--- src/rpcc_pkg.sv ---
`timescale 1ns / 1ps
package rpcc_pkg;

	localparam int MAX_LENGTH_DEF = 1024;
	localparam int MAX_COVARI_DEF = 16;
	localparam int MAX_FORBID_DEF = 16;

	localparam int POS_W  = 10;
	localparam int SLOT_W = 4;
	localparam int BASE_W = 3;
	localparam int CNT_CFG_W = 5;
	localparam int LEN_CFG_W = 11;
	localparam int PADDR_W = 5;
	localparam int PDATA_W = 32;

	localparam logic [BASE_W-1:0] BASE_A     = 3'd0;
	localparam logic [BASE_W-1:0] BASE_C     = 3'd1;
	localparam logic [BASE_W-1:0] BASE_G     = 3'd2;
	localparam logic [BASE_W-1:0] BASE_U     = 3'd3;
	localparam logic [BASE_W-1:0] BASE_OTHER = 3'd4;

	typedef enum logic [1:0] {
		OP_LOAD_BASE   = 2'd0,
		OP_LOAD_COVARI = 2'd1,
		OP_LOAD_FORBID = 2'd2,
		OP_QUERY       = 2'd3
	} op_t;

	typedef enum logic [2:0] {
		REG_MIN_DIST   = 3'd0,
		REG_MAX_DIST   = 3'd1,
		REG_SEQ_LEN    = 3'd2,
		REG_FORBID_GU  = 3'd3,
		REG_ALLOW_PK   = 3'd4,
		REG_COVARI_CNT = 3'd5,
		REG_FORBID_CNT = 3'd6
	} reg_idx_t;

	typedef struct packed {
		logic [POS_W-1:0]     min_pair_dist;
		logic [POS_W-1:0]     max_pair_dist;
		logic [LEN_CFG_W-1:0] seq_length;
		logic                 forbid_gu;
		logic                 allow_pseudoknot;
		logic [CNT_CFG_W-1:0] covari_count;
		logic [CNT_CFG_W-1:0] forbid_count;
	} cfg_t;

	typedef struct packed {
		logic done;
		logic decided;
		logic verdict;
	} scan_rsp_t;

	function automatic logic bases_pair(logic [BASE_W-1:0] o, logic [BASE_W-1:0] c,
			logic forbid_gu);
		logic wc;
		logic gu;
		wc = (o == BASE_A && c == BASE_U) || (o == BASE_C && c == BASE_G) ||
			(o == BASE_G && c == BASE_C) || (o == BASE_U && c == BASE_A);
		gu = (o == BASE_G && c == BASE_U) || (o == BASE_U && c == BASE_G);
		return wc || (gu && !forbid_gu);
	endfunction

endpackage

--- src/rpcc_cfg_regs.sv ---
`timescale 1ns / 1ps
module rpcc_cfg_regs (
	input  logic                         clk,
	input  logic                         arst_n,
	input  logic                         psel,
	input  logic                         penable,
	input  logic                         pwrite,
	input  logic [rpcc_pkg::PADDR_W-1:0] paddr,
	input  logic [rpcc_pkg::PDATA_W-1:0] pwdata,
	output logic [rpcc_pkg::PDATA_W-1:0] prdata,
	output logic                         pready,
	output rpcc_pkg::cfg_t               cfg
);
	import rpcc_pkg::*;

	cfg_t     cfg_q;
	reg_idx_t idx;
	logic     wr_en;

	assign idx    = reg_idx_t'(paddr[4:2]);
	assign wr_en  = psel && penable && pwrite;
	assign pready = 1'b1;
	assign cfg    = cfg_q;

	always_ff @(posedge clk or negedge arst_n) begin
		if (!arst_n) begin
			cfg_q.min_pair_dist    <= POS_W'(3);
			cfg_q.max_pair_dist    <= POS_W'(1023);
			cfg_q.seq_length       <= '0;
			cfg_q.forbid_gu        <= 1'b0;
			cfg_q.allow_pseudoknot <= 1'b0;
			cfg_q.covari_count     <= '0;
			cfg_q.forbid_count     <= '0;
		end else if (wr_en) begin
			case (idx)
				REG_MIN_DIST:   cfg_q.min_pair_dist    <= pwdata[POS_W-1:0];
				REG_MAX_DIST:   cfg_q.max_pair_dist    <= pwdata[POS_W-1:0];
				REG_SEQ_LEN:    cfg_q.seq_length       <= pwdata[LEN_CFG_W-1:0];
				REG_FORBID_GU:  cfg_q.forbid_gu        <= pwdata[0];
				REG_ALLOW_PK:   cfg_q.allow_pseudoknot <= pwdata[0];
				REG_COVARI_CNT: cfg_q.covari_count     <= pwdata[CNT_CFG_W-1:0];
				REG_FORBID_CNT: cfg_q.forbid_count     <= pwdata[CNT_CFG_W-1:0];
				default: ;
			endcase
		end
	end

	always_comb begin
		case (idx)
			REG_MIN_DIST:   prdata = PDATA_W'(cfg_q.min_pair_dist);
			REG_MAX_DIST:   prdata = PDATA_W'(cfg_q.max_pair_dist);
			REG_SEQ_LEN:    prdata = PDATA_W'(cfg_q.seq_length);
			REG_FORBID_GU:  prdata = PDATA_W'(cfg_q.forbid_gu);
			REG_ALLOW_PK:   prdata = PDATA_W'(cfg_q.allow_pseudoknot);
			REG_COVARI_CNT: prdata = PDATA_W'(cfg_q.covari_count);
			REG_FORBID_CNT: prdata = PDATA_W'(cfg_q.forbid_count);
			default:        prdata = '0;
		endcase
	end

endmodule

--- config.mk ---
export PLATFORM = sky130hd
export DESIGN_NAME = rpcc_cfg_regs
export DESIGN_NICKNAME = d
export VERILOG_FILES = /design/src/rpcc_pkg.sv /design/src/rpcc_cfg_regs.sv
export SDC_FILE = /design/constraint.sdc
export NUM_CORES = 1
export LEC_CHECK = 0
export BUFFER_PORTS_ARGS = -buffer_cell sky130_fd_sc_hd__buf_2
export CAP_MARGIN = 20
export CORE_ASPECT_RATIO = 1.75
export CORE_UTILIZATION = 41
export CTS_CLUSTER_DIAMETER = 100
export CTS_CLUSTER_SIZE = 30
export DETAILED_ROUTE_END_ITERATION = 10
export HOLD_SLACK_MARGIN = 0.06
export PLACE_DENSITY = 0.77
export SYNTH_ARGS = -nofsm -noshare
export SYNTH_HDL_FRONTEND = slang
export SYNTH_SLANG_ARGS = --single-unit
--- constraint.sdc ---
create_clock -name clk -period 1.2 [get_ports clk]
set_input_delay 0.24 -clock clk [delete_from_list [all_inputs] [get_ports clk]]
set_output_delay 0.24 -clock clk [all_outputs]
set_load 0.01 [all_outputs]
After elaboration in Yosys (flattened, before gate mapping)
Index checks and enable logic that the tools add are counted.
{"block": "op_classes", "n_eq_ne": 6, "n_mux": 1, "reduce_logical": 10}
{"cell": "11-bit one-hot mux with 7 select lines", "n": 1}
{"cell": "2-bit AND reduction", "n": 7}
{"cell": "3-bit equality test, second input constant", "n": 3}
{"cell": "3-bit by 2-bit equality test with 1-bit output, second input constant", "n": 2}
{"cell": "3-bit by 1-bit equality test with 1-bit output, second input constant", "n": 1}
{"cell": "3-bit logical NOT", "n": 1}
{"cell": "1-bit logical AND", "n": 2}
{"block": "totals", "reg_bits": 43, "input_bits": 42, "out_inout_bits": 76, "elab_cells": 24}

Depth between registers and ports, before layout
{"block": "logic_depth", "word_depth": 3, "mapped_depth": 5}

Worst setup path before layout
No wires, ideal clock.
{"block": "synth_timing", "path_kind": "input -> output", "startpoint": "input paddr[3] in the netlist's numbering", "endpoint": "output prdata[1] in the netlist's numbering", "arrival_time_ps": 1187, "slack_ps": -227, "path_stages": 5, "path_buffers": 2, "path_cell_list": "buf_2 -> nor2b_1 -> buf_2 -> a22oi_1 -> a21oi_1"}
{"block": "synth_via", "elab_chain_len": 2, "word_cells_on_any_way": 8}
{"item": "from (decl)", "line_no": "rpcc_cfg_regs.sv:8", "text": "input logic [rpcc_pkg::PADDR_W-1:0] paddr,"}
{"item": "3-bit equality test (tied with other cells)", "line_no": "rpcc_cfg_regs.sv:49", "text": "case (idx)"}
{"item": "11-bit one-hot mux with 7 select lines (*)", "line_no": "rpcc_cfg_regs.sv:49"}
{"item": "to (decl)", "line_no": "rpcc_cfg_regs.sv:10", "text": "output logic [rpcc_pkg::PDATA_W-1:0] prdata,"}
Mark *: on every way between the ends. The rest lies on a longest branch, timed or not.

Worst setup path in the final report
{"block": "layout_timing", "startpoint": "register cfg_q (netlist bit cfg[37])", "endpoint": "output prdata[4] in the netlist's numbering"}
{"block": "layout_via", "elab_chain_len": 1}
{"item": "from (decl)", "line_no": "rpcc_cfg_regs.sv:16", "text": "cfg_t cfg_q;"}
{"item": "11-bit one-hot mux with 7 select lines", "line_no": "rpcc_cfg_regs.sv:49"}
No other way between the ends.

==> run_results.csv <==
group,metric,value,unit
placed_design,dpl.hpwl,4.22,mm
drt,vias,1796,
placed_design,dpl_cell_area,0.00303,sq mm
yosys,ys_seq_elements,43,
cts,cts_tree,"done",
global_route,grt_pass1_vias,1827,
die,core-area,0.00530,sq mm
layout,layout-drive-gt1-share,0.727,
critical_path,cp_num_buf_inv,1,
die,rows,35,
critical_path,arrival,1410,ps
cts,clock_latency,300,ps
critical_path,crit_type,"reg2out",
yosys,postSynthAreaPerCell,12.7,sq um
placed_design,place_ws,-490,ps
power,power,5.05,mW
global_route,grt_usage,0.213,
yosys,ys_top_cells_by_area,"dfrtp_1 (34%), mux2_2 (22%), dfstp_2 (14%)",
sta,final_max_slew_viol_count,0,
run_status,outcome,"finished with violations",
yosys,synth_largest_area_cell,"dfrtp_1",
drt,antenna_left,0,
critical_path,path_cells,"mux2_4 -> a221oi_2 -> a21oi_2 -> buf_2",
cts,cts_root_buf,"clkbuf_8",
drt,vias_per_cell,4.80,
critical_path,r2r_end,"cfg[15]",
layout,largest_reg_flops,43,
sta,setup_viol,26,
global_route,grt_first_pass_wirelength,9.24,mm
power,p_per_area,1450,mW/mm^2
worst_hold_path,hold_path.startpoint,"pwdata[10]",
drt,wl_per_cell,15.8,um
layout,final_area,0.00349,sq mm
die,dieWidth,58.1,um
placed_design,io_buffers,72,
cts,clk_path_buf_depth,2,
critical_path,cp_top_family,"flip-flops",
critical_path,worstPathRequired,960,ps
sta,skew,0,ps
run,cap_violations,0,
layout,final_util,0.660,
yosys,synthesis.area,0.00225,sq mm
die,die_area,0.00581,sq mm
cts,htreeDepth,2,
sta,setup_ws,-449,ps
die,io_pins,118,
drt,first_pass_iters,11,
sta,rsz0062_at_grt,"true",
run_status,violations,"design-rule violations, negative setup slack",
critical_path,r2r_start,"cfg[15]",
yosys,synth_top_area_frac,0.344,
critical_path,startpoint_type,"flip-flop",
yosys,yosysSeqAreaShare,0.484,
critical_path,cpMaxStageDelayCell,"dfrtp_1",
cts,clkTransAtPathRegs,90,ps
critical_path,endpoint_kind,"output port",
global_route,gr-total-overflow,0,
cts,cts_made_buffers,5,
drt,drt_iter0_drc,30,
placed_design,gp_congestion,0.783,
yosys,syn_inst,178,
global_route,grt_max_degree,44,
layout,fin_nets,341,
yosys,yosys_warnings,0,
layout,fillers,404,
worst_hold_path,hold_class,"in2reg",
global_route,antenna_found_initial,0,
die,start_util,0.426,
power,ir_drop,1.20,mV
layout,area_delta_synth_final,55.0,%
sta,fin_crit_sh,1.37,
sta,fmax,0.607,GHz
drt,remaining_drc_errors,4,
critical_path,cpPeakStageDelay,390,ps
sta,layout_min_cycle_time,1650,ps
critical_path,rrSetupSlack,170,ps
power,total_leakage_power,1.75,nW
cts,numClockSinks,43,
layout,antennaDiodeCount,0,
worst_hold_path,hold_depth,2,
die,fp.dieH,100,um
sta,final-hold-violation-count,0,
drt,wl,5.92,mm
critical_path,cp_max_fo,2,
worst_hold_path,hold_end,"cfg[22]",
yosys,synth.distinct_cells,26,
sta,fin_setup_tns,-4810,ps
critical_path,rr_worst_depth,3,
[worst max path at each step]
stage | cells past startpoint | slack, ps | from | to
after detailed placement | 6 | -490 | paddr[2] | prdata[0]
after global placement | 5 | -430 | paddr[2] | prdata[4]
final | 4 | -450 | cfg[37] | prdata[4]
after global routing | 4 | -490 | cfg[36] | prdata[3]
after floorplan | 5 | -220 | paddr[2] | cfg[35]
after CTS | 4 | -440 | cfg[36] | prdata[3]
[where the power goes]
group	internal, mW	switching, mW	total [mW]
logic	1.16	0.724	1.88
clock network	0.620	0.534	1.15
registers	1.79	0.223	2.01
total	3.57	1.48	5.05
[cell type report]
| type | instances | area [sq um] | area share |
|---|---|---|---|
| Inverter | 2 | 7.51 | 0.00215 |
| Timing Repair Buffer | 124 | 1020 | 0.293 |
| Clock buffer | 5 | 68.8 | 0.0197 |
| Tap cell | 74 | 92.6 | 0.0265 |
| Sequential cell | 43 | 1090 | 0.312 |
| Multi-Input combinational cell | 123 | 1170 | 0.334 |
| Clock inverter | 3 | 43.8 | 0.0125 |
[placed cells by master (no fill, tap or decap), types with 2 or more instances in the layout]
cell	synthesis	routed
nand2_1	11	9
nor2_1	5	3
buf_12	0	3
clkbuf_8	0	5
a221oi_2	0	4
a21oi_1	10	6
mux2_2	44	31
dfstp_2	12	12
a22oi_1	4	4
buf_4	22	24
conb_1	2	22
nand2_2	0	2
dfrtp_1	31	31
nor2_4	0	2
nor2b_1	3	2
mux2_4	10	23
buf_6	2	47
a21oi_2	0	4
buf_2	5	49
[per-stage QoR]
stage | hold slack, ps | cells
CTS | 174 | 372
finish | 173 | 374
detailed placement | 235 | 362
floorplan | -55.6 | 198
global placement | 231 | 362
global route | 174 | 374
[cell families after synthesis]
family                 Yosys count  synth area share
AO/OA/AOI/OAI                   20            0.0577
multiplexers                    54             0.286
AND/OR/NAND/NOR                 27            0.0694
other                            2           0.00333
buffers and inverters           32            0.0993
flip-flops                      43             0.484
[repair_timing]
action,CTS,global route
hold buffers,1,0
endpoints found under the setup margin,65,62
endpoints found under the hold margin,31,0
gates resized for setup,54,22
pin swaps,4,1
buffers inserted,3,11
[metal layers]
layer / track usage / vias up / wire, um
met3: 0.0335 / 12 / 245
met5: 0 / - / 0
met2: 0.361 / 78 / 3170
met1: 0.255 / 879 / 2330
met4: 0.112 / 0 / 174
li1: - / 827 / -
[synthesized netlist by cell type]
library cell and instances:
a221oi_1 4, inv_1 1, a22oi_1 4, o22ai_1 1
conb_1 2, dfrtp_1 31, clkbuf_1 1, nand2_1 11
mux2_4 10, buf_2 5, clkinv_1 1, nor3b_1 1
a2111oi_0 1, nand4b_4 1, a21oi_1 10, nand2b_1 2
nor3_4 1, mux2_2 44, nor3_1 1, buf_6 2
nor2_1 5, buf_4 22, nand4_1 1, nor2b_1 3
dfstp_2 12, or3_1 1
Power figures use the tool's default switching activity.
