==> src/rpcc_pkg.sv <==
`timescale 1ns / 1ps
package rpcc_pkg;

	localparam int MAX_LENGTH_DEF = 1024;
	localparam int MAX_COVARI_DEF = 16;
	localparam int MAX_FORBID_DEF = 16;

	localparam int POS_W  = 10;
	localparam int SLOT_W = 4;
	localparam int BASE_W = 3;
	localparam int CNT_CFG_W = 5;
	localparam int LEN_CFG_W = 11;
	localparam int PADDR_W = 5;
	localparam int PDATA_W = 32;

	localparam logic [BASE_W-1:0] BASE_A     = 3'd0;
	localparam logic [BASE_W-1:0] BASE_C     = 3'd1;
	localparam logic [BASE_W-1:0] BASE_G     = 3'd2;
	localparam logic [BASE_W-1:0] BASE_U     = 3'd3;
	localparam logic [BASE_W-1:0] BASE_OTHER = 3'd4;

	typedef enum logic [1:0] {
		OP_LOAD_BASE   = 2'd0,
		OP_LOAD_COVARI = 2'd1,
		OP_LOAD_FORBID = 2'd2,
		OP_QUERY       = 2'd3
	} op_t;

	typedef enum logic [2:0] {
		REG_MIN_DIST   = 3'd0,
		REG_MAX_DIST   = 3'd1,
		REG_SEQ_LEN    = 3'd2,
		REG_FORBID_GU  = 3'd3,
		REG_ALLOW_PK   = 3'd4,
		REG_COVARI_CNT = 3'd5,
		REG_FORBID_CNT = 3'd6
	} reg_idx_t;

	typedef struct packed {
		logic [POS_W-1:0]     min_pair_dist;
		logic [POS_W-1:0]     max_pair_dist;
		logic [LEN_CFG_W-1:0] seq_length;
		logic                 forbid_gu;
		logic                 allow_pseudoknot;
		logic [CNT_CFG_W-1:0] covari_count;
		logic [CNT_CFG_W-1:0] forbid_count;
	} cfg_t;

	typedef struct packed {
		logic done;
		logic decided;
		logic verdict;
	} scan_rsp_t;

	function automatic logic bases_pair(logic [BASE_W-1:0] o, logic [BASE_W-1:0] c,
			logic forbid_gu);
		logic wc;
		logic gu;
		wc = (o == BASE_A && c == BASE_U) || (o == BASE_C && c == BASE_G) ||
			(o == BASE_G && c == BASE_C) || (o == BASE_U && c == BASE_A);
		gu = (o == BASE_G && c == BASE_U) || (o == BASE_U && c == BASE_G);
		return wc || (gu && !forbid_gu);
	endfunction

endpackage

==> src/rpcc_list_scan.sv <==
`timescale 1ns / 1ps
module rpcc_list_scan #(
	parameter int MAX_COVARI = rpcc_pkg::MAX_COVARI_DEF,
	parameter int MAX_FORBID = rpcc_pkg::MAX_FORBID_DEF
) (
	input  logic                           clk,
	input  logic                           arst_n,
	input  logic                           cov_wr_en,
	input  logic                           forb_wr_en,
	input  logic [rpcc_pkg::SLOT_W-1:0]    wr_slot,
	input  logic [rpcc_pkg::POS_W-1:0]     wr_position,
	input  logic [rpcc_pkg::POS_W-1:0]     wr_partner,
	input  logic                           start,
	input  logic [rpcc_pkg::POS_W-1:0]     row,
	input  logic [rpcc_pkg::POS_W-1:0]     col,
	input  logic                           allow_pseudoknot,
	input  logic [rpcc_pkg::CNT_CFG_W-1:0] covari_count,
	input  logic [rpcc_pkg::CNT_CFG_W-1:0] forbid_count,
	output rpcc_pkg::scan_rsp_t            rsp
);
	import rpcc_pkg::*;

	localparam int LIST_DEPTH = MAX_COVARI + MAX_FORBID;
	localparam int LIST_AW    = $clog2(LIST_DEPTH);
	localparam int CNT_W      = $clog2(LIST_DEPTH + 1);
	localparam int ENT_W      = 2 * POS_W;

	// Covariation pairs occupy the low entries, forbidden positions follow.
	logic [ENT_W-1:0]   mem [LIST_DEPTH];
	logic [ENT_W-1:0]   data_s1;
	logic               kind_cov_s1;
	logic               valid_s1;
	logic [CNT_W-1:0]   k_q;
	logic [CNT_W-1:0]   n_cov_q;
	logic [CNT_W-1:0]   total_q;
	logic               active_q;
	scan_rsp_t          rsp_q;

	logic [CNT_W-1:0]   n_cov;
	logic [CNT_W-1:0]   n_forb;
	logic [CNT_W-1:0]   rd_idx;
	logic [LIST_AW-1:0] wr_addr;
	logic               wr_en;
	logic               rd_en;
	logic [POS_W-1:0]   ent_open;
	logic [POS_W-1:0]   ent_close;
	logic [POS_W-1:0]   lo;
	logic [POS_W-1:0]   hi;
	logic               row_in;
	logic               row_out;
	logic               col_in;
	logic               col_out;
	logic               hit;
	logic               verdict;

	assign n_cov  = (32'(covari_count) > MAX_COVARI) ? CNT_W'(MAX_COVARI)
		: CNT_W'(covari_count);
	assign n_forb = (32'(forbid_count) > MAX_FORBID) ? CNT_W'(MAX_FORBID)
		: CNT_W'(forbid_count);

	// Covariation entries are visited from the last one down.
	assign rd_idx = (k_q < n_cov_q) ? (n_cov_q - CNT_W'(1) - k_q)
		: (CNT_W'(MAX_COVARI) + k_q - n_cov_q);
	assign rd_en  = active_q && (k_q < total_q);

	always_comb begin
		wr_en   = 1'b0;
		wr_addr = LIST_AW'(wr_slot);
		if (cov_wr_en && (32'(wr_slot) < MAX_COVARI)) begin
			wr_en = 1'b1;
		end else if (forb_wr_en && (32'(wr_slot) < MAX_FORBID)) begin
			wr_en   = 1'b1;
			wr_addr = LIST_AW'(MAX_COVARI) + LIST_AW'(wr_slot);
		end
	end

	always_ff @(posedge clk) begin
		if (wr_en) begin
			mem[wr_addr] <= {wr_position, wr_partner};
		end
		if (rd_en) begin
			data_s1     <= mem[LIST_AW'(rd_idx)];
			kind_cov_s1 <= k_q < n_cov_q;
		end
	end

	assign ent_open  = data_s1[ENT_W-1:POS_W];
	assign ent_close = data_s1[POS_W-1:0];
	assign lo        = (ent_open < ent_close) ? ent_open : ent_close;
	assign hi        = (ent_open < ent_close) ? ent_close : ent_open;
	assign row_in    = (row > lo) && (row < hi);
	assign row_out   = (row < lo) || (row > hi);
	assign col_in    = (col > lo) && (col < hi);
	assign col_out   = (col < lo) || (col > hi);

	always_comb begin
		hit     = 1'b0;
		verdict = 1'b0;
		if (kind_cov_s1) begin
			if (row == ent_open && col == ent_close) begin
				hit     = 1'b1;
				verdict = 1'b1;
			end else if (row == ent_open || col == ent_close || row == ent_close ||
					col == ent_open) begin
				hit = 1'b1;
			end else if (!allow_pseudoknot && ((row_out && col_in) || (row_in && col_out))) begin
				hit = 1'b1;
			end
		end else begin
			// Only the position in the upper half of a forbidden entry is used.
			hit = (row == ent_open) || (col == ent_open);
		end
		hit = hit && valid_s1;
	end

	always_ff @(posedge clk or negedge arst_n) begin
		if (!arst_n) begin
			active_q <= 1'b0;
			valid_s1 <= 1'b0;
			k_q      <= '0;
			n_cov_q  <= '0;
			total_q  <= '0;
			rsp_q    <= '0;
		end else begin
			rsp_q.done <= 1'b0;
			if (start) begin
				active_q <= 1'b1;
				valid_s1 <= 1'b0;
				k_q      <= '0;
				n_cov_q  <= n_cov;
				total_q  <= n_cov + n_forb;
			end else if (active_q) begin
				if (hit) begin
					active_q      <= 1'b0;
					valid_s1      <= 1'b0;
					rsp_q.done    <= 1'b1;
					rsp_q.decided <= 1'b1;
					rsp_q.verdict <= verdict;
				end else if (k_q < total_q) begin
					valid_s1 <= 1'b1;
					k_q      <= k_q + CNT_W'(1);
				end else begin
					active_q      <= 1'b0;
					valid_s1      <= 1'b0;
					rsp_q.done    <= 1'b1;
					rsp_q.decided <= 1'b0;
					rsp_q.verdict <= 1'b0;
				end
			end
		end
	end

	assign rsp = rsp_q;

	a_done_ends_scan: assert property (@(posedge clk) disable iff (!arst_n)
		rsp_q.done |-> !active_q)
		else $error("scan still active after its response");
	a_valid_only_active: assert property (@(posedge clk) disable iff (!arst_n)
		valid_s1 |-> active_q)
		else $error("entry under evaluation outside a scan");
	a_index_bounded: assert property (@(posedge clk) disable iff (!arst_n)
		active_q |-> (k_q <= total_q))
		else $error("scan index ran past the entry count");

endmodule

==> config.mk <==
export PLATFORM = sky130hd
export DESIGN_NAME = rpcc_list_scan
export DESIGN_NICKNAME = d
export VERILOG_FILES = /design/src/rpcc_pkg.sv /design/src/rpcc_list_scan.sv
export SDC_FILE = /design/constraint.sdc
export NUM_CORES = 1
export LEC_CHECK = 0
export ABC_AREA = 1
export ABC_CLOCK_PERIOD_IN_PS = 4940
export BUFFER_PORTS_ARGS = -buffer_cell sky130_fd_sc_hd__buf_2
export CORE_MARGIN = 2
export CORE_UTILIZATION = 35
export DETAILED_ROUTE_END_ITERATION = 16
export GPL_TIMING_DRIVEN = 0
export PLACE_DENSITY = 0.48
export SYNTH_ARGS = -nofsm -noshare
export SYNTH_HDL_FRONTEND = slang
export SYNTH_SLANG_ARGS = --single-unit
==> constraint.sdc <==
create_clock -name clk -period 4.94 [get_ports clk]
set_clock_uncertainty 0.2 [all_clocks]
set_input_delay 0.988 -clock clk [delete_from_list [all_inputs] [get_ports clk]]
set_output_delay 0.988 -clock clk [all_outputs]
set_load 0.01 [all_outputs]
**Word level (Yosys, flattened, before mapping)**

Memory sizes are Yosys's and may differ from the RTL's. A register that Yosys moved wholly into a read port is not among the register bits.
Cells that the tools add are included.

- Bits in registers: 23
- Logic and storage cells: 88
- Memories: 1
- Memory bits (writable): 640
- Bits of input ports: 60

Memories:

| name | depth | bits a word | read ports | clocked after memory_dff | wr ports | RTL line | text |
|---|---|---|---|---|---|---|---|
| mem | 32 | 20 | 1 | 1 | 1 | rpcc_list_scan.sv:29 | `logic [ENT_W-1:0] mem [LIST_DEPTH];` |

- Eq/ne operators: 6
- Muxes and demuxes: 31
- Add/subtract/negate cells: 7
- Order comparisons: 13
- Bitwise operators: 1
- Reduce and logical (&&, ||, !) cells: 20

Operators with widths:

| kind | number |
|---|---|
| $lt 10x10->1 | 5 |
| $eq 10x10->1 | 4 |
| $gt 10x10->1 | 4 |
| $mux 5 | 5 |
| $mux 6 | 4 |
| $mux 10 | 2 |
| $mux 1 | 16 |
| $mux 3 | 4 |
| $gt 5x5->1 const B | 2 |
| $sub 5x5->5 | 2 |
| $logic_and 1x1->1 | 8 |
| $logic_or 1x1->1 | 7 |
| $add 5x5->6 | 1 |
| $add 6x1->6 const B | 1 |
| $lt 6x5->1 | 1 |
| $lt 6x6->1 | 1 |
| $reduce_and 3->1 | 2 |
| $add 5x4->5 const A | 1 |
| $add 5x5->5 const A | 1 |
| $sub 5x1->5 const B | 1 |
| $ne 2x2->1 const B | 2 |
| $reduce_bool 2->1 | 2 |
| $logic_not 1->1 | 1 |
| $not 1->1 | 1 |

**Depth between registers and ports, before layout**

- Word-level depth: 15
- Mapped depth: 34

**Worst setup path before layout**

Ideal clock, no wire load.

- Path kind: reg2reg
- From: reg data_s1[9], read port of mem
- To: reg rsp_q (netlist bit rsp[0])
- Cell stages (with the launch flop): 32
- Data required time: 4.623 ns
- Period minus slack after synthesis: 3.642 ns
- Data arrival time: 3.326 ns
- Buffers on the path: 2
- Setup slack: 1.298 ns
- Path through: edfxtp_1 -> inv_1 -> ha_1 -> a21o_1 -> nor2_4 -> nand3_4 -> buf_6 -> clkbuf_1 -> nand2_1 -> o21ai_0 -> ha_1 -> nand2_1 -> inv_1 -> nand3_1 -> nor2_1 -> nand2_1 -> nor2_1 -> nand3_1 -> nand2_1 -> inv_1 -> nand2_1 -> nand2_1 -> nand2_1 -> nand2_1 -> nand2_1 -> nand2_1 -> nand3_2 -> nand3_4 -> nand2_2 -> nand3_2 -> nand2_1 -> nand2_1

- Word-level cells in the longest chain between the ends: 14
- Elaborated cells between the ends (all ways): 35
- Those cells by class: order compare: 9; eq/ne: 3; mux: 9; reduce/logical: 14

Ends and longest elaborated chain:

| item | RTL line | text |
|---|---|---|
| start: declaration | rpcc_list_scan.sv:30 | `logic [ENT_W-1:0] data_s1;` |
| $lt 10x10->1 | rpcc_list_scan.sv:89, rpcc_list_scan.sv:90 |  |
| $mux 10 (on tied branches) | rpcc_list_scan.sv:89, rpcc_list_scan.sv:90 |  |
| $lt 10x10->1 (tied with other cells) | rpcc_list_scan.sv:92 | `assign row_out = (row < lo) \|\| (row > hi);` |
| $logic_or 1x1->1 (tied with other cells) | rpcc_list_scan.sv:92 |  |
| $logic_and 1x1->1 | rpcc_list_scan.sv:106 | `end else if (!allow_pseudoknot && ((row_out && col_in) \|\| (row_in && col_out))) begin` |
| $logic_or 1x1->1 | rpcc_list_scan.sv:106 |  |
| $logic_and 1x1->1 | rpcc_list_scan.sv:106 |  |
| $mux 1 | rpcc_list_scan.sv:106 |  |
| $mux 1 | rpcc_list_scan.sv:103 | `end else if (row == ent_open \|\| col == ent_close \|\| row == ent_close \|\|` |
| $mux 1 | rpcc_list_scan.sv:100 | `if (row == ent_open && col == ent_close) begin` |
| $mux 1 | rpcc_list_scan.sv:99 | `if (kind_cov_s1) begin` |
| $logic_and 1x1->1 | rpcc_list_scan.sv:113 | `hit = hit && valid_s1;` |
| $ne 2x2->1 (no line) | - |  |
| $reduce_and 3->1 (no line) | - |  |
| end: declaration | rpcc_list_scan.sv:37 | `scan_rsp_t rsp_q;` |

Parallel ways exist; a longest one is shown, timed or not.
A chain may end at the register's enable or synchronous reset.

**Worst setup path in the final report**

- From: reg k_q[1]
- To: reg data_s1[19], read port of mem (data pin)

- Word-level cells in the longest chain between the ends: 3
- Elaborated cells between the ends (all ways): 7
- Those cells by class: add/sub: 3; order compare: 2; mux: 1; reduce/logical: 1

Ends and longest elaborated chain:

| item | RTL line | text |
|---|---|---|
| start: declaration | rpcc_list_scan.sv:33 | `logic [CNT_W-1:0] k_q;` |
| start signal: assignment | rpcc_list_scan.sv:141 | `k_q <= k_q + CNT_W'(1);` |
| $add 5x5->5 | rpcc_list_scan.sv:63 | `: (CNT_W'(MAX_COVARI) + k_q - n_cov_q);` |
| $sub 5x5->5 | rpcc_list_scan.sv:63 |  |
| $mux 5 | rpcc_list_scan.sv:62 | `assign rd_idx = (k_q < n_cov_q) ? (n_cov_q - CNT_W'(1) - k_q)` |

Parallel ways exist; a longest one is shown, timed or not.

==> metrics.log <==
INFO  metric layout.nets = 2726
INFO  metric synth.cell_area = 29540 um^2
INFO  metric post_synth_num_cell_types = 52
INFO  metric async_reset_ff_share = 3.221%
INFO  metric crit_buf_inv = 5
INFO  metric tritoncts = built
INFO  metric core.rowCount = 106
INFO  metric timing.final.max_slew_violations = 0
INFO  metric synth_enable_flop_cells = ~660
INFO  metric place.detailed.hpwl = 61.79 mm
INFO  metric finish.instance_area = around 34000 um^2
INFO  metric power_per_cell_area = approximately 660 nW/um^2
INFO  metric vias = between 20000 and 25000
INFO  metric hp-class = in2async
INFO  metric routed_wl = approximately 93 mm
INFO  metric maxClockFrequency = ~210 MHz
INFO  metric max_ir_drop_vdd = ~0.28 mV
INFO  metric die_h = 294.5 um
INFO  metric ioPinCount = 63
INFO  metric cell_count_of_the_worst_reg_to_reg_path = 15
INFO  metric initial_core_util = between 30% and 40%
INFO  metric worst_slack = ~0.23 ns
INFO  metric drc = 0
INFO  metric place.detailed.instances = ~3600
INFO  metric static-leakage-power = 11.80 nW
INFO  metric sequential_to_total_area_share_from_yosys_stat = 69.06%
INFO  metric dominantRegCellSynth = sky130_fd_sc_hd__edfxtp_1
INFO  metric syn-num-nets = between 2000 and 3000
INFO  metric clk_pin_slew_worst_paths = 0.06 ns
INFO  metric grt_start_max_net_pins = 33
INFO  metric grt_pass1_wl = ~140 mm
INFO  metric timing.rr.end = data_s1[19]
INFO  metric drt_pre_antenna_iters = 7
INFO  metric cp_slowest_stage_delay = about 0.52 ns
INFO  metric worst-endpoint-arrival = 4.88 ns
INFO  metric drt-vias-per-instance = approximately 5.5
INFO  metric wire_per_inst = 24.94 um
INFO  metric drt-initial-drc-count = 2050
INFO  metric worst_skew_pair.late_latency = ~0.65 ns
INFO  metric final_layout_size_suffix_gt1_share = around an eighth
INFO  metric grt.total_usage = a little over a fifth
INFO  metric rsz0062_at_grt = yes
INFO  metric r2r_setup_slack = approximately 0.23 ns
INFO  metric postRouteAntennaNets = 0
INFO  metric cts_max_path_buffers = 3
INFO  metric cpMaxStageDelayCell = sky130_fd_sc_hd__dfrtp_1
INFO  metric cp-end-kind = flip-flop
INFO  metric overflow = 0
INFO  metric max_slew.worst_pin.slew = ~1.0 ns
INFO  metric gpl.final_weighted_congestion = approximately 0.87
INFO  metric area_growth = 16.57%
INFO  metric layout.core_utilization = between 40 and 50%
INFO  metric first_global_vias = roughly 20000
INFO  metric synth_area_per_cell = ~12 um^2
INFO  metric worst_path_most_repeated_cell = sky130_fd_sc_hd__inv_1
INFO  metric layoutNonFillerInstCount = around 3700
INFO  metric synth-warning-count = 0
INFO  metric die_width = approximately 290 um
INFO  metric syn_inst = approximately 2400
INFO  metric number_of_antenna_violations_at_the_first_check_in_global_routing = 9
INFO  metric cts.root.buffer_cell = sky130_fd_sc_hd__clkbuf_16
INFO  metric period_minus_slack = about 4.7 ns
INFO  metric place_area = around 32000 um^2
INFO  metric worst_r2r_startpoint = k_q[1]
INFO  metric criticalPathCategory = reg2reg
INFO  metric hold_viol_final = 0
INFO  metric kind_of_cell_adding_the_most_delay_to_the_critical_path = compound AO/OA/AOI/OAI gates
INFO  metric h_tree_levels = 3
INFO  metric core-area = 83560 um^2
INFO  metric synth_seq_cells = 683
INFO  metric worstSetupStartpointType = flip-flop
INFO  metric clock_sink_count = between 600 and 700
INFO  metric place_ws = between 0.03 and 0.04 ns
INFO  metric finalSetupViolCount = 0
INFO  metric crit_path_cell_trace = inv_1, ha_1, inv_1, nor2_1, o211ai_2, a21oi_2, nor3_4, xor2_4, inv_1, buf_4, clkbuf_1, o21ai_0, o221ai_1, o211ai_1, a31oi_1
INFO  metric cts-buffers-inserted = a little under 80
INFO  metric crit_fanout = 10
INFO  metric cts_hold_repair.buffers = 0
INFO  metric run_status = finished clean
INFO  metric endpoint_required_time_on_the_critical_path = between 5 and 6 ns
INFO  metric floorplan.die_area = 86740 um^2
INFO  metric max_capacitance_violation_total = 0
INFO  metric timing.slew.headroom = a little under a third
INFO  metric layout_worst_path_cycle_share = a little over nine tenths
INFO  metric io_buffers = 62
-- stage by stage --
step | setup TNS (ns) | power, mW | hold slack, ns
2_1_floorplan | 0 | 12.86 | 0.2364
3_3_place_gp | -0.005495 | 16.84 | 0.2574
3_5_place_dp | 0 | 16.97 | 0.2670
4_1_cts | 0 | 22.74 | 0.1295
5_1_grt | -0.03706 | 24.11 | 0.1641
6_report | 0 | 22.86 | 0.1309
-- power breakdown --
group	total, mW	switching [mW]	internal, mW
Clock	5.79	2.42	3.38
Sequential	6.87	0.195	6.68
Combinational	10.2	7.36	2.83
-- cells in the mapped netlist (5+ instances only) --
cell type / count / area (um^2)
sky130_fd_sc_hd__nor2_1: 450 / 1689
sky130_fd_sc_hd__clkbuf_1: 100 / 375.4
sky130_fd_sc_hd__buf_4: 5 / 37.54
sky130_fd_sc_hd__o211ai_1: 42 / 315.3
sky130_fd_sc_hd__o221ai_1: 80 / 700.7
sky130_fd_sc_hd__nand3_1: 70 / 350.3
sky130_fd_sc_hd__nand2_1: 156 / 585.6
sky130_fd_sc_hd__o22ai_1: 81 / 506.7
sky130_fd_sc_hd__o21ai_0: 348 / 1742
sky130_fd_sc_hd__nor3_1: 5 / 25.02
sky130_fd_sc_hd__a21oi_1: 26 / 130.1
sky130_fd_sc_hd__dfrtp_1: 22 / 550.5
sky130_fd_sc_hd__or2_2: 5 / 31.28
sky130_fd_sc_hd__xnor2_1: 12 / 105.1
sky130_fd_sc_hd__nor2_2: 5 / 31.28
sky130_fd_sc_hd__nand4_1: 21 / 131.4
sky130_fd_sc_hd__buf_2: 32 / 160.2
sky130_fd_sc_hd__edfxtp_1: 661 / 19850
sky130_fd_sc_hd__o21ai_1: 42 / 210.2
sky130_fd_sc_hd__nand2_2: 5 / 31.28
sky130_fd_sc_hd__o21bai_1: 7 / 52.55
sky130_fd_sc_hd__nor4_1: 6 / 37.54
sky130_fd_sc_hd__ha_1: 64 / 800.8
sky130_fd_sc_hd__a31oi_1: 21 / 131.4
sky130_fd_sc_hd__xor2_1: 8 / 70.07
sky130_fd_sc_hd__inv_1: 117 / 439.2
-- layout make-up --
cell class                 count  area (um^2)
fill                        7829        49120
sequential                   683        20400
multi-input combinational   1490         8288
clock buffer                  89         2014
tap                         1080         1351
timing repair buffer          85        755.7
buffer                       140        629.4
clock inverter                54        536.8
inverter                     120        451.7
antenna                        3        7.507
-- worst max-delay path by stage --
stage / endpoint / startpoint / slack (ns) / cells after the start
final: data_s1[19] / k_q[1] / 0.23 / 15
after global routing: data_s1[11] / k_q[1] / -0.03 / 17
after CTS: data_s1[5] / k_q[1] / 0.03 / 17
after detailed placement: data_s1[5] / k_q[1] / 0.04 / 17
after global placement: data_s1[0] / k_q[1] / -0.005 / 17
after floorplan: rsp[0] / data_s1[9] / 1.30 / 31
-- timing repair --
item | in CTS | in global routing
setup endpoints to repair | 0 | 29
resized for setup | 0 | 40
setup buffers | 0 | 0
-- sequential cells by signal, indices dropped and copies added, names as in the netlist --
register	cells
k_q	6
data_s1	20
total_q	6
active_q	1
n_cov_q	5
rsp	3
mem	640
kind_cov_s1	1
valid_s1	1
-- cells in the final DEF (no fill, tap or decap), types with 40 or more instances in the layout --
| cell type | count |
|---|---|
| sky130_fd_sc_hd__buf_2 | 92 |
| sky130_fd_sc_hd__clkbuf_1 | 98 |
| sky130_fd_sc_hd__clkbuf_16 | 79 |
| sky130_fd_sc_hd__edfxtp_1 | 661 |
| sky130_fd_sc_hd__ha_1 | 64 |
| sky130_fd_sc_hd__inv_1 | 117 |
| sky130_fd_sc_hd__nand2_1 | 156 |
| sky130_fd_sc_hd__nand3_1 | 70 |
| sky130_fd_sc_hd__nor2_1 | 417 |
| sky130_fd_sc_hd__o211ai_1 | 42 |
| sky130_fd_sc_hd__o21ai_0 | 348 |
| sky130_fd_sc_hd__o21ai_1 | 40 |
| sky130_fd_sc_hd__o221ai_1 | 80 |
| sky130_fd_sc_hd__o22ai_1 | 81 |
-- cell families after synthesis --
family	after synthesis	synth area share, %
AOI/OAI and AO/OA	664	13.30
buffers and inverters	260	3.583
DFF	683	69.06
xor gates and xnor gates	21	0.6481
and+or+nand+nor	737	10.42
adders and majority gates	68	2.982
-- per-layer routing --
metal  vias to the layer above  GRT usage, %  part of all wire (%)  wire length (um)
met3                       143         3.921                   7.1              6588
met4                         6         6.745                   2.7              2559
met1                     10220         29.25                    43             40370
li1                       9340             -                     -                 -
met2                       776         34.93                    47             43810
met5                         -             0                 0.044                41
No activity file was read; power rests on OpenSTA's default activity.
